<file path="src/rtl/swc_pkg.sv">
`default_nettype none

package swc_pkg;

  // Widths of the coordinate grid and of the error counter.
  localparam int COORD_BITS = 16;
  localparam int COUNT_BITS = 32;

  // Derived arithmetic widths.
  localparam int DIFF_W  = COORD_BITS + 1;
  localparam int CROSS_W = 2 * DIFF_W + 1;
  localparam int PROD_W  = CROSS_W + DIFF_W;
  localparam int TV_W    = PROD_W + 2;
  localparam int SUM_W   = 64;
  localparam int MAG_W   = 63;
  localparam int SHIFT_W = 6;

  localparam logic [SHIFT_W-1:0] TOL_SHIFT_RESET = SHIFT_W'(30);

  // Multiplier step codes: six cross-product terms, then three dot terms.
  localparam int STEP_W = 4;
  localparam logic [STEP_W-1:0] STEP_CX_SET = 4'd0;
  localparam logic [STEP_W-1:0] STEP_CX_SUB = 4'd1;
  localparam logic [STEP_W-1:0] STEP_CY_SET = 4'd2;
  localparam logic [STEP_W-1:0] STEP_CY_SUB = 4'd3;
  localparam logic [STEP_W-1:0] STEP_CZ_SET = 4'd4;
  localparam logic [STEP_W-1:0] STEP_CZ_SUB = 4'd5;
  localparam logic [STEP_W-1:0] STEP_DOT_X  = 4'd6;
  localparam logic [STEP_W-1:0] STEP_DOT_Y  = 4'd7;
  localparam logic [STEP_W-1:0] STEP_DOT_Z  = 4'd8;

  // One input word: a triangle and its shell markers.
  typedef struct packed {
    logic signed [COORD_BITS-1:0] ax;
    logic signed [COORD_BITS-1:0] ay;
    logic signed [COORD_BITS-1:0] az;
    logic signed [COORD_BITS-1:0] bx_in;
    logic signed [COORD_BITS-1:0] by_in;
    logic signed [COORD_BITS-1:0] bz_in;
    logic signed [COORD_BITS-1:0] cx_in;
    logic signed [COORD_BITS-1:0] cy_in;
    logic signed [COORD_BITS-1:0] cz_in;
    logic                         shell_first;
    logic                         shell_last;
    logic                         exterior_shell;
  } swc_in_t;

  // One result word, given at the end of a shell.
  typedef struct packed {
    logic signed [SUM_W-1:0]  signed_volume;
    logic [MAG_W-1:0]         absolute_sum;
    logic                     degenerate;
    logic                     winding_error;
    logic [COUNT_BITS-1:0]    error_total;
  } swc_out_t;

  // Commands from the controller to the datapath.
  typedef struct packed {
    logic              load;
    logic              mul_en;
    logic [STEP_W-1:0] step;
    logic              accum;
    logic              finish;
  } swc_cmd_t;

  // Status from the datapath to the controller.
  typedef struct packed {
    logic last;
  } swc_status_t;

endpackage

`default_nettype wire

</file>
<file path="src/rtl/swc_ctrl.sv">
`default_nettype none

module swc_ctrl (
  input  wire logic                 clk_i,
  input  wire logic                 rst_ni,
  input  wire logic                 in_valid_i,
  output logic                      in_ready_o,
  output logic                      out_valid_o,
  input  wire logic                 out_ready_i,
  input  wire swc_pkg::swc_status_t status_i,
  output swc_pkg::swc_cmd_t         cmd_o
);
  import swc_pkg::*;

  localparam logic [1:0] ST_IDLE = 2'd0;
  localparam logic [1:0] ST_MUL  = 2'd1;
  localparam logic [1:0] ST_ACC  = 2'd2;
  localparam logic [1:0] ST_FIN  = 2'd3;

  logic [1:0]        state_q, state_d;
  logic [STEP_W-1:0] step_q, step_d;
  logic              out_valid_q, out_valid_d;

  // Next-state logic and command decode.
  always_comb begin
    state_d     = state_q;
    step_d      = step_q;
    out_valid_d = out_valid_q && !out_ready_i;
    cmd_o       = '0;
    cmd_o.step  = step_q;
    in_ready_o  = 1'b0;
    case (state_q)
      ST_IDLE: begin
        in_ready_o = 1'b1;
        if (in_valid_i) begin
          cmd_o.load = 1'b1;
          step_d     = STEP_CX_SET;
          state_d    = ST_MUL;
        end
      end
      ST_MUL: begin
        cmd_o.mul_en = 1'b1;
        if (step_q == STEP_DOT_Z) begin
          state_d = ST_ACC;
        end else begin
          step_d = step_q + STEP_W'(1);
        end
      end
      ST_ACC: begin
        cmd_o.accum = 1'b1;
        state_d     = status_i.last ? ST_FIN : ST_IDLE;
      end
      ST_FIN: begin
        // The result register must be free, or be emptied in this cycle.
        if (!out_valid_q || out_ready_i) begin
          cmd_o.finish = 1'b1;
          out_valid_d  = 1'b1;
          state_d      = ST_IDLE;
        end
      end
      default: begin
        state_d = ST_IDLE;
      end
    endcase
  end

  // State registers.
  always_ff @(posedge clk_i or negedge rst_ni) begin
    if (!rst_ni) begin
      state_q     <= ST_IDLE;
      step_q      <= '0;
      out_valid_q <= 1'b0;
    end else begin
      state_q     <= state_d;
      step_q      <= step_d;
      out_valid_q <= out_valid_d;
    end
  end

  assign out_valid_o = out_valid_q;

endmodule

`default_nettype wire

</file>
<file path="src/rtl/swc_datapath.sv">
`default_nettype none

module swc_datapath (
  input  wire logic                         clk_i,
  input  wire logic                         rst_ni,
  input  wire swc_pkg::swc_in_t             in_data_i,
  input  wire logic                         cfg_we_i,
  input  wire logic [swc_pkg::SHIFT_W-1:0]  cfg_data_i,
  input  wire swc_pkg::swc_cmd_t            cmd_i,
  output swc_pkg::swc_status_t              status_o,
  output swc_pkg::swc_out_t                 out_data_o
);
  import swc_pkg::*;

  localparam logic signed [SUM_W-1:0] SUM_MAX = {1'b0, {(SUM_W-1){1'b1}}};
  localparam logic signed [SUM_W-1:0] SUM_MIN = {1'b1, {(SUM_W-1){1'b0}}};
  localparam logic [MAG_W-1:0]        MAG_MAX = '1;
  localparam logic [COUNT_BITS-1:0]   CNT_MAX = '1;

  logic [SHIFT_W-1:0]            tol_shift_q;
  logic signed [COORD_BITS-1:0]  org_x_q, org_y_q, org_z_q;
  logic signed [SUM_W-1:0]       sacc_q;
  logic [MAG_W-1:0]              aacc_q;
  logic                          ext_valid_q, ext_pos_q;
  logic [MAG_W-1:0]              ext_mag_q;
  logic [COUNT_BITS-1:0]         err_cnt_q;
  logic                          last_q, ext_q;
  logic signed [DIFF_W-1:0]      px_q, py_q, pz_q, qx_q, qy_q, qz_q, rx_q, ry_q, rz_q;
  logic signed [CROSS_W-1:0]     cx_q, cy_q, cz_q;
  logic signed [TV_W-1:0]        tv_q;
  swc_out_t                      out_q;

  // Origin for this word: vertex a when the word opens a shell.
  logic signed [COORD_BITS-1:0] ox, oy, oz;
  assign ox = in_data_i.shell_first ? in_data_i.ax : org_x_q;
  assign oy = in_data_i.shell_first ? in_data_i.ay : org_y_q;
  assign oz = in_data_i.shell_first ? in_data_i.az : org_z_q;

  function automatic logic signed [DIFF_W-1:0] diff(input logic signed [COORD_BITS-1:0] v,
                                                    input logic signed [COORD_BITS-1:0] o);
    diff = DIFF_W'(v) - DIFF_W'(o);
  endfunction

  // Shared multiplier and its operand selection.
  logic signed [CROSS_W-1:0] mul_a;
  logic signed [DIFF_W-1:0]  mul_b;
  logic signed [PROD_W-1:0]  prod;

  always_comb begin
    case (cmd_i.step)
      STEP_CX_SET: begin mul_a = CROSS_W'(qy_q); mul_b = rz_q; end
      STEP_CX_SUB: begin mul_a = CROSS_W'(qz_q); mul_b = ry_q; end
      STEP_CY_SET: begin mul_a = CROSS_W'(qz_q); mul_b = rx_q; end
      STEP_CY_SUB: begin mul_a = CROSS_W'(qx_q); mul_b = rz_q; end
      STEP_CZ_SET: begin mul_a = CROSS_W'(qx_q); mul_b = ry_q; end
      STEP_CZ_SUB: begin mul_a = CROSS_W'(qy_q); mul_b = rx_q; end
      STEP_DOT_X:  begin mul_a = cx_q;           mul_b = px_q; end
      STEP_DOT_Y:  begin mul_a = cy_q;           mul_b = py_q; end
      STEP_DOT_Z:  begin mul_a = cz_q;           mul_b = pz_q; end
      default:     begin mul_a = '0;             mul_b = '0;   end
    endcase
  end

  assign prod = PROD_W'(mul_a) * PROD_W'(mul_b);

  // Saturating accumulation of the triple product.
  logic signed [SUM_W:0]   ssum;
  logic signed [SUM_W-1:0] sacc_next;
  logic signed [TV_W-1:0]  tv_abs;
  logic [MAG_W:0]          asum;
  logic [MAG_W-1:0]        aacc_next;

  assign ssum      = (SUM_W+1)'(sacc_q) + (SUM_W+1)'(tv_q);
  assign sacc_next = (ssum[SUM_W] != ssum[SUM_W-1]) ? (ssum[SUM_W] ? SUM_MIN : SUM_MAX)
                                                    : ssum[SUM_W-1:0];
  assign tv_abs    = tv_q[TV_W-1] ? -tv_q : tv_q;
  assign asum      = {1'b0, aacc_q} + (MAG_W+1)'(tv_abs);
  assign aacc_next = asum[MAG_W] ? MAG_MAX : asum[MAG_W-1:0];

  // End-of-shell evaluation.
  logic [MAG_W-1:0]      smag, tol;
  logic                  sacc_zero, sacc_pos, degen, werr;
  logic [COUNT_BITS-1:0] cnt_next;

  always_comb begin
    logic signed [SUM_W-1:0] neg;
    neg       = -sacc_q;
    sacc_zero = (sacc_q == '0);
    sacc_pos  = !sacc_q[SUM_W-1] && !sacc_zero;
    if (sacc_q == SUM_MIN) begin
      smag = MAG_MAX;
    end else if (sacc_q[SUM_W-1]) begin
      smag = neg[MAG_W-1:0];
    end else begin
      smag = sacc_q[MAG_W-1:0];
    end
    tol   = aacc_q >> tol_shift_q;
    degen = (aacc_q == '0) || sacc_zero || (smag < tol);
    werr  = !ext_q && ext_valid_q && !degen
            && ((sacc_pos == ext_pos_q) || (smag >= ext_mag_q));
    cnt_next = (werr && (err_cnt_q != CNT_MAX)) ? err_cnt_q + COUNT_BITS'(1) : err_cnt_q;
  end

  // Configuration and persistent shell state.
  always_ff @(posedge clk_i or negedge rst_ni) begin
    if (!rst_ni) begin
      tol_shift_q <= TOL_SHIFT_RESET;
      org_x_q     <= '0;
      org_y_q     <= '0;
      org_z_q     <= '0;
      sacc_q      <= '0;
      aacc_q      <= '0;
      ext_valid_q <= 1'b0;
      ext_pos_q   <= 1'b0;
      ext_mag_q   <= '0;
      err_cnt_q   <= '0;
      last_q      <= 1'b0;
      ext_q       <= 1'b0;
    end else begin
      if (cfg_we_i) begin
        tol_shift_q <= cfg_data_i;
      end
      if (cmd_i.load) begin
        last_q <= in_data_i.shell_last;
        ext_q  <= in_data_i.exterior_shell;
        if (in_data_i.shell_first) begin
          org_x_q <= in_data_i.ax;
          org_y_q <= in_data_i.ay;
          org_z_q <= in_data_i.az;
          sacc_q  <= '0;
          aacc_q  <= '0;
        end
      end
      if (cmd_i.accum) begin
        sacc_q <= sacc_next;
        aacc_q <= aacc_next;
      end
      if (cmd_i.finish) begin
        err_cnt_q <= cnt_next;
        if (ext_q) begin
          ext_valid_q <= !degen;
          ext_pos_q   <= sacc_pos;
          ext_mag_q   <= degen ? '0 : smag;
        end
      end
    end
  end

  // Operand, product and result registers.
  always_ff @(posedge clk_i) begin
    if (cmd_i.load) begin
      px_q <= diff(in_data_i.ax, ox);
      py_q <= diff(in_data_i.ay, oy);
      pz_q <= diff(in_data_i.az, oz);
      qx_q <= diff(in_data_i.bx_in, ox);
      qy_q <= diff(in_data_i.by_in, oy);
      qz_q <= diff(in_data_i.bz_in, oz);
      rx_q <= diff(in_data_i.cx_in, ox);
      ry_q <= diff(in_data_i.cy_in, oy);
      rz_q <= diff(in_data_i.cz_in, oz);
    end
    if (cmd_i.mul_en) begin
      case (cmd_i.step)
        STEP_CX_SET: cx_q <= CROSS_W'(prod);
        STEP_CX_SUB: cx_q <= cx_q - CROSS_W'(prod);
        STEP_CY_SET: cy_q <= CROSS_W'(prod);
        STEP_CY_SUB: cy_q <= cy_q - CROSS_W'(prod);
        STEP_CZ_SET: cz_q <= CROSS_W'(prod);
        STEP_CZ_SUB: cz_q <= cz_q - CROSS_W'(prod);
        STEP_DOT_X:  tv_q <= TV_W'(prod);
        STEP_DOT_Y:  tv_q <= tv_q + TV_W'(prod);
        STEP_DOT_Z:  tv_q <= tv_q + TV_W'(prod);
        default:     tv_q <= tv_q;
      endcase
    end
    if (cmd_i.finish) begin
      out_q.signed_volume <= sacc_q;
      out_q.absolute_sum  <= aacc_q;
      out_q.degenerate    <= degen;
      out_q.winding_error <= werr;
      out_q.error_total   <= cnt_next;
    end
  end

  assign status_o.last = last_q;
  assign out_data_o    = out_q;

endmodule

`default_nettype wire

</file>
<file path="src/rtl/shell_winding_check.sv">
`default_nettype none

// Shell winding check: signed volume of the shells of a triangle mesh.
// Input channel in_valid_i/in_ready_o carries one word per triangle: three
// grid vertices and the first, last and exterior markers of its shell.
// Output channel out_valid_o/out_ready_i carries one word per closed shell:
// the saturated signed and absolute sums, the degenerate and winding-error
// flags and the running error count.
// After a triangle is accepted, no further word is accepted until it is done:
// a single shared multiplier works through six cross-product terms and three
// dot terms, then an accumulation step follows and, when the triangle closes
// a shell, an evaluation step. The result sits in an output register, so a
// new triangle is taken while it waits; if the receiver still stalls when
// the next shell closes, the block holds that shell in its evaluation step
// until the register frees. cfg_we_i writes the degeneracy shift cfg_data_i
// (reset value 30). It is to be used only while the block is idle; the block
// itself does not enforce this. Reset clears all sums, the origin, the
// exterior record and the error count.
module shell_winding_check (
  input  wire logic                        clk_i,
  input  wire logic                        rst_ni,
  input  wire logic                        in_valid_i,
  output logic                             in_ready_o,
  input  wire swc_pkg::swc_in_t            in_data_i,
  output logic                             out_valid_o,
  input  wire logic                        out_ready_i,
  output swc_pkg::swc_out_t                out_data_o,
  input  wire logic                        cfg_we_i,
  input  wire logic [swc_pkg::SHIFT_W-1:0] cfg_data_i
);
  import swc_pkg::*;

  swc_cmd_t    cmd;
  swc_status_t status;

  // Sequencer.
  swc_ctrl u_ctrl (
    .clk_i       (clk_i),
    .rst_ni      (rst_ni),
    .in_valid_i  (in_valid_i),
    .in_ready_o  (in_ready_o),
    .out_valid_o (out_valid_o),
    .out_ready_i (out_ready_i),
    .status_i    (status),
    .cmd_o       (cmd)
  );

  // Arithmetic and shell state.
  swc_datapath u_datapath (
    .clk_i      (clk_i),
    .rst_ni     (rst_ni),
    .in_data_i  (in_data_i),
    .cfg_we_i   (cfg_we_i),
    .cfg_data_i (cfg_data_i),
    .cmd_i      (cmd),
    .status_o   (status),
    .out_data_o (out_data_o)
  );

`ifndef ASSERT_OFF
  // After a word is taken the block is busy with it.
  a_busy_after_accept: assert property (@(posedge clk_i) disable iff (!rst_ni)
    (in_valid_i && in_ready_o) |=> !in_ready_o)
    else $error("input accepted while a triangle is in progress");

  // A flagged winding error has always been counted.
  a_err_counted: assert property (@(posedge clk_i) disable iff (!rst_ni)
    (out_valid_o && out_data_o.winding_error) |-> (out_data_o.error_total != '0))
    else $error("winding error given with a zero error count");

  // A degenerate shell is never checked for winding.
  a_degen_no_err: assert property (@(posedge clk_i) disable iff (!rst_ni)
    (out_valid_o && out_data_o.degenerate) |-> !out_data_o.winding_error)
    else $error("winding error on a degenerate shell");

  // A non-degenerate shell has a non-zero absolute sum.
  a_abs_nonzero: assert property (@(posedge clk_i) disable iff (!rst_ni)
    (out_valid_o && !out_data_o.degenerate) |-> (out_data_o.absolute_sum != '0))
    else $error("non-degenerate shell with zero absolute sum");
`endif

endmodule

`default_nettype wire
</file>
<file path="config.mk">
export PLATFORM = sky130hd
export DESIGN_NAME = shell_winding_check
export DESIGN_NICKNAME = d
export VERILOG_FILES = /design/src/rtl/swc_pkg.sv /design/src/rtl/swc_ctrl.sv /design/src/rtl/swc_datapath.sv /design/src/rtl/shell_winding_check.sv
export SDC_FILE = /design/constraint.sdc
export NUM_CORES = 2
export LEC_CHECK = 0
export ABC_AREA = 0
export CAP_MARGIN = 20
export CORE_ASPECT_RATIO = 2
export CORE_MARGIN = 2
export CORE_UTILIZATION = 55
export DETAILED_ROUTE_END_ITERATION = 8
export DONT_BUFFER_PORTS = 1
export GPL_ROUTABILITY_DRIVEN = 0
export PLACE_DENSITY = 0.7
export SYNTH_ARGS = -nofsm -noshare
export SYNTH_HDL_FRONTEND = slang
export SYNTH_SLANG_ARGS = --single-unit
</file>
<file path="constraint.sdc">
create_clock -name clk_i -period 30 [get_ports clk_i]
set_clock_uncertainty 0.05 [all_clocks]
set_input_delay 6 -clock clk_i [delete_from_list [all_inputs] [get_ports clk_i]]
set_output_delay 6 -clock clk_i [all_outputs]
set_load 0.01 [all_outputs]
</file>
# Word level (Yosys, flattened, before mapping)
# Index checks and enable logic that the tools add are counted.
[totals] output_inout_bits=163 reg_bits=760 elab_cells=157 input_bits=158
[classes] add_sub_neg=19 mux=40 n_lt_le_gt_ge=2 eq_ne=19 shift=1 n_mul=1 reduce_logical=42
[op_table] op="63-bit 2-to-1 mux" n=7
[op_table] op="64-bit 2-to-1 mux" n=5
[op_table] op="35-bit case mux with 2 select lines" n=3
[op_table] op="35-bit case mux with 6 select lines" n=1
[op_table] op="16-bit by 16-bit subtractor with 17-bit output" n=9
[op_table] op="54-bit case mux with 2 select lines" n=1
[op_table] op="35-bit subtractor" n=3
[op_table] op="17-bit case mux with 6 select lines" n=1
[op_table] op="64-bit by 54-bit adder with 65-bit output" n=1
[op_table] op="63-bit by 64-bit adder with 64-bit output" n=1
[op_table] op="64-bit == test (second input constant)" n=1
[op_table] op="64-bit logical NOT" n=1
[op_table] op="63-bit >= comparator" n=1
[op_table] op="63-bit logical NOT" n=1
[op_table] op="63-bit less-than comparator" n=1
[op_table] op="63-bit negator" n=1
[op_table] op="63-bit by 6-bit >> shifter with 63-bit output" n=1
[op_table] op="54-bit by 52-bit adder with 54-bit output" n=1
[op_table] op="54-bit 2-to-1 mux" n=1
[op_table] op="54-bit negator" n=1
[op_table] op="35-bit by 17-bit multiplier with 52-bit output" n=1
[op_table] op="16-bit 2-to-1 mux" n=3
[op_table] op="32-bit by 1-bit adder with 32-bit output (second input constant)" n=1
[op_table] op="32-bit 2-to-1 mux" n=1
[op_table] op="26 further kinds" n=76

# Longest topological paths before layout
[depth] ltp_word=10 depth_mapped=50

# By module
# From an unflattened synthesis, not the netlist that was laid out.
[unflattened] cells_unflattened=8810 area_unflattened_um2=79905.4
[by_module_without_submodules] mod="swc_datapath" instances=1 area_each_um2=79470.0 cells_each=8761 seq_area_each_um2=21215.3
[by_module_without_submodules] mod="swc_ctrl" instances=1 area_each_um2=435.4 cells_each=49 seq_area_each_um2=175.2

# Worst setup path after synthesis
# OpenSTA, ideal clock, no wires.
[synth_path] path_kind="flip-flop to flip-flop" start="reg u_ctrl.step_q[2]" end="reg u_datapath.tv_q[52], data pin" n_path_buf=4 setup_ns=0.260 stages_incl_launch_ff=46 arrival_time_ns=10.974 t_required_ns=29.690 setup_slack_ns=18.716 synth_period_minus_slack_ns=11.284 cell_sequence="dfrtp_1 clkbuf_1 nor2b_1 and2_1 clkbuf_1 clkbuf_1 clkbuf_1 a22oi_1 nand2_1 a221oi_1 nor2_1 fa_1 inv_1 fa_1 fa_1 fa_1 inv_1 fa_1 [10 not listed] nor2_1 nor2_1 xor2_1 inv_1 ha_1 a21o_1 a21o_1 a221o_1 or2_2 a2111o_1 o2111ai_1 nand3_1 o31a_1 a41oi_1 a21oi_1 a21oi_1 xnor2_1 mux2_2"
[synth_between] elab_chain_cells=6 elab_cells_between_ends=21
[synth_lines] item="from (decl)" line="swc_ctrl.sv:21" rtl="logic [STEP_W-1:0] step_q, step_d;"
[synth_lines] item="from (signal assigned)" line="swc_ctrl.sv:75" rtl="step_q <= step_d;"
[synth_lines] item="4-bit by 3-bit == test with 1-bit output, or another cell as far along" line="swc_datapath.sv:50" rtl="case (cmd_i.step)"
[synth_lines] item="2-bit OR reduction (no source line)"
[synth_lines] item="35-bit case mux with 6 select lines / 17-bit case mux with 6 select lines (equally long branches)" line="swc_datapath.sv:50"
[synth_lines] item="35-bit by 17-bit multiplier with 52-bit output" line="swc_datapath.sv:64" rtl="assign prod = PROD_W'(mul_a) * PROD_W'(mul_b);"
[synth_lines] item="54-bit by 52-bit adder with 54-bit output" line="swc_datapath.sv:171, swc_datapath.sv:172"
[synth_lines] item="54-bit case mux with 2 select lines *" line="swc_datapath.sv:163" rtl="case (cmd_i.step)"
[synth_lines] item="to (signal assigned)" line="swc_datapath.sv:171" rtl="STEP_DOT_Y: tv_q <= tv_q + TV_W'(prod);"
[synth_lines] item="to (signal assigned)" line="swc_datapath.sv:172" rtl="STEP_DOT_Z: tv_q <= tv_q + TV_W'(prod);"
[synth_lines] item="to (signal assigned)" line="swc_datapath.sv:173" rtl="default: tv_q <= tv_q;"
[synth_lines] item="to (decl)" line="swc_datapath.sv:30" rtl="logic signed [TV_W-1:0] tv_q;"
# Every way passes the cells marked *; elsewhere a longest branch is shown, timed or not.
# A chain may end at the register's enable or synchronous reset.

# Final worst setup path
# Ends and elaborated chain as after synthesis.

==> run metrics <==
status finished clean; sequential share of the synthesized area 27.1%; grt ovf 0; FF+latch area about 21000 µm²; Initial Util a little under three fifths; clock-pin slew on the worst setup and hold paths 0.07 ns; core area between 100000 and 150000 µm²; H-tree level count 3; final setup violation count 0; DR WL/cell 25.9 µm; Worst EP arrival roughly 14 ns; die width approximately 270 µm; post-CTS resize count 0; DP Area around 81000 µm²; port bufs 0; share of layout cells above drive strength 1 5.26%; # rows slightly below 200; max incr delay on CP 0.81 ns; Max Slew Vio Count 0; Yosys top cell area share a little under a fifth; post-layout instance area 83600 µm²; Hold Crit Start u_datapath.status_o; Setup CP Type reg2reg; Die ar. 147000 µm²; root buf cell clkbuf_16; r2r worst-path depth 40; Slew headroom 7.64%; Initial DRC Count between 5000 and 6000; hold path depth 2; TritonCTS Buffers 76; fin crit period around 14 ns; crit-path max FO 43; Max Freq ~70 MHz; Crit. End Element flop; post-synthesis async set-or-reset flop share 37.8%; Min-Delay Endpoint u_datapath.status_o; PnR worst setup slack roughly 16 ns; max-cap check violation count 0; Syn Nets just over 10000; TritonRoute pass-1 iters 6; DP HPWL about 210000 µm; mapped cell area approximately 80000 µm²; CTS tree yes; num ports 321; worst skew pair latency between 0.7 and 0.8 ns; first-pass GRT wire length slightly above 400000 µm; Crit path top cell by count fa_1; setup_tns 0 ns; Hold Crit Class reg2reg; setup slack, reg-to-reg between 15 and 20 ns; Synth area leaders edfxtp_1, fa_1, ha_1; final wirelength approximately 270000 µm; postcts setup bufs 0; dpl ws about 16 ns; area grow syn2layout 5.97%; # DRC 0; Global Route Usage Sum a little under two fifths; clock sink count 760; Worst EP required ~30 ns; Worst Tran Pin Value around 1.4 ns; drt via density ~6.4; Gate Count Post-Synth a little under 9000; Ys Warns 0; RSZ-0062 raised after global routing false; fill count about 12000; most common cell in the netlist nand2_1; Netlist cell types 105; Routed Antenna Nets 0; vias in the first global route 69696; syn avg cell area 9.00 µm²; Nets 10021; FF+latch count, synth 760; Final Hold Viols 0; Max Buffers Root-to-Sink 3; chip height around 540 µm; critical path startpoint category flop; largest area contributor in the synthesized netlist edfxtp_1; Critical R2R Capture u_datapath.tv_q[52]; largest net degree at the start of global routing roughly 290; period utilization 46.6%; CP max-delay cell nor2b_2; synth cell count leaders nand2_1, inv_1, nor2_1, ha_1, o21ai_0; initial antenna violation count 10; detailed-route via count ~67000; area of the multi-input gates 52700 µm²; EDFF count, synth around 470; RR Startpoint u_ctrl.step_q[2]; hold buffer count at CTS 0; Top FF cell, synth edfxtp_1
[state kept, by name (all words and copies together), names as in the netlist, 17 cells and up]
name	count
u_datapath.qy_q	17
u_datapath.py_q	17
u_datapath.err_cnt_q	32
u_datapath.ext_mag_q	63
u_datapath.qz_q	17
u_datapath.rx_q	17
u_datapath.sacc_q	64
u_datapath.cx_q	35
u_datapath.tv_q	54
u_datapath.ry_q	17
u_datapath.cz_q	35
u_datapath.cy_q	35
u_datapath.qx_q	17
u_datapath.px_q	17
u_datapath.out_data_o	161
u_datapath.aacc_q	63
u_datapath.pz_q	17
u_datapath.rz_q	17
[placed cells by master (no fill, tap or decap), types with 34 or more instances in the layout]
cell type  netlist  routed
nor3_1          88      86
a221o_1         75      75
inv_1          927     926
a22oi_1         70      70
buf_4            3     110
xnor2_1        324     324
fa_1           581     581
and3_1          49      49
o22ai_1         43      43
nand3_1        135     132
o21a_1          59      59
nor4_1          43      43
a21oi_1        439     434
nand2_1       1175    1171
nor2b_1         86      84
and4_1          34      34
xor2_1         168     168
mux4_2          59      59
nand2b_1        74      74
a31oi_1         69      69
o31ai_1         39      39
mux2i_1        120     120
ha_1           681     681
dfrtp_1        283     281
o21bai_1        69      69
edfxtp_1       473     473
o21ai_0        623     623
a21o_1         327     327
or3_1           39      39
clkbuf_16        0      77
a21boi_0        55      55
nand4_1         94      94
nor2_1         741     738
[worst max path at each step]
stage                     start                   to
2_1_floorplan  u_ctrl.step_q[2]  u_datapath.tv_q[52]
3_3_place_gp   u_ctrl.step_q[2]  u_datapath.tv_q[52]
3_5_place_dp   u_ctrl.step_q[2]  u_datapath.tv_q[52]
4_1_cts        u_ctrl.step_q[2]  u_datapath.tv_q[52]
5_1_grt        u_ctrl.step_q[2]  u_datapath.tv_q[52]
6_report       u_ctrl.step_q[2]  u_datapath.tv_q[52]
[final cells by class]
class	count	area share, %
Timing Repair Buffer	115	1.02
Multi-Input combinational cell	6718	63.1
Antenna cell	6	0.0180
Tap cell	1881	2.82
Sequential cell	760	25.6
Inverter	930	4.19
Clock inverter	58	0.861
Clock buffer	84	2.36
[worst max-delay path: cells and delay by family (launching register included)]
kind,cells,cell delay [ns]
mux,1,0.26
xor+xnor,2,0.48
simple gates,9,2.77
fa+ha+maj,8,3.90
compound gates,16,4.37
buf+inv,4,1.30
flops,1,0.56
[stage by stage]
step,utilization (%),std cells,hold slack [ns]
5_1_grt,58.6,10547,0.447
4_1_cts,58.6,10541,0.429
3_5_place_dp,56.7,10399,0.413
3_3_place_gp,56.7,10395,0.404
2_1_floorplan,-,8758,0.392
6_report,58.6,10552,0.426
[layer usage]
metal	routed length, µm	GRT usage [%]
met2	135000	65.4
met3	19500	7.56
met5	66	0
met1	82300	34.8
met4	35700	38.0
[cell families after synthesis]
kind of cell             after synthesis  synth area share (%)
flip-flops                           760                  27.1
AO/OA/AOI/OAI                       2088                  16.9
adder cells (fa/ha/maj)             1264                  25.6
buffers and inverters               1280                  6.29
XOR/XNOR                             492                  5.47
multiplexers                         204                  3.57
AND/OR/NAND/NOR                     2670                  15.0
Power is left out: the tool's default activity adds up to more than one toggle a clock period on the data nets, which glitch-free logic cannot reach.
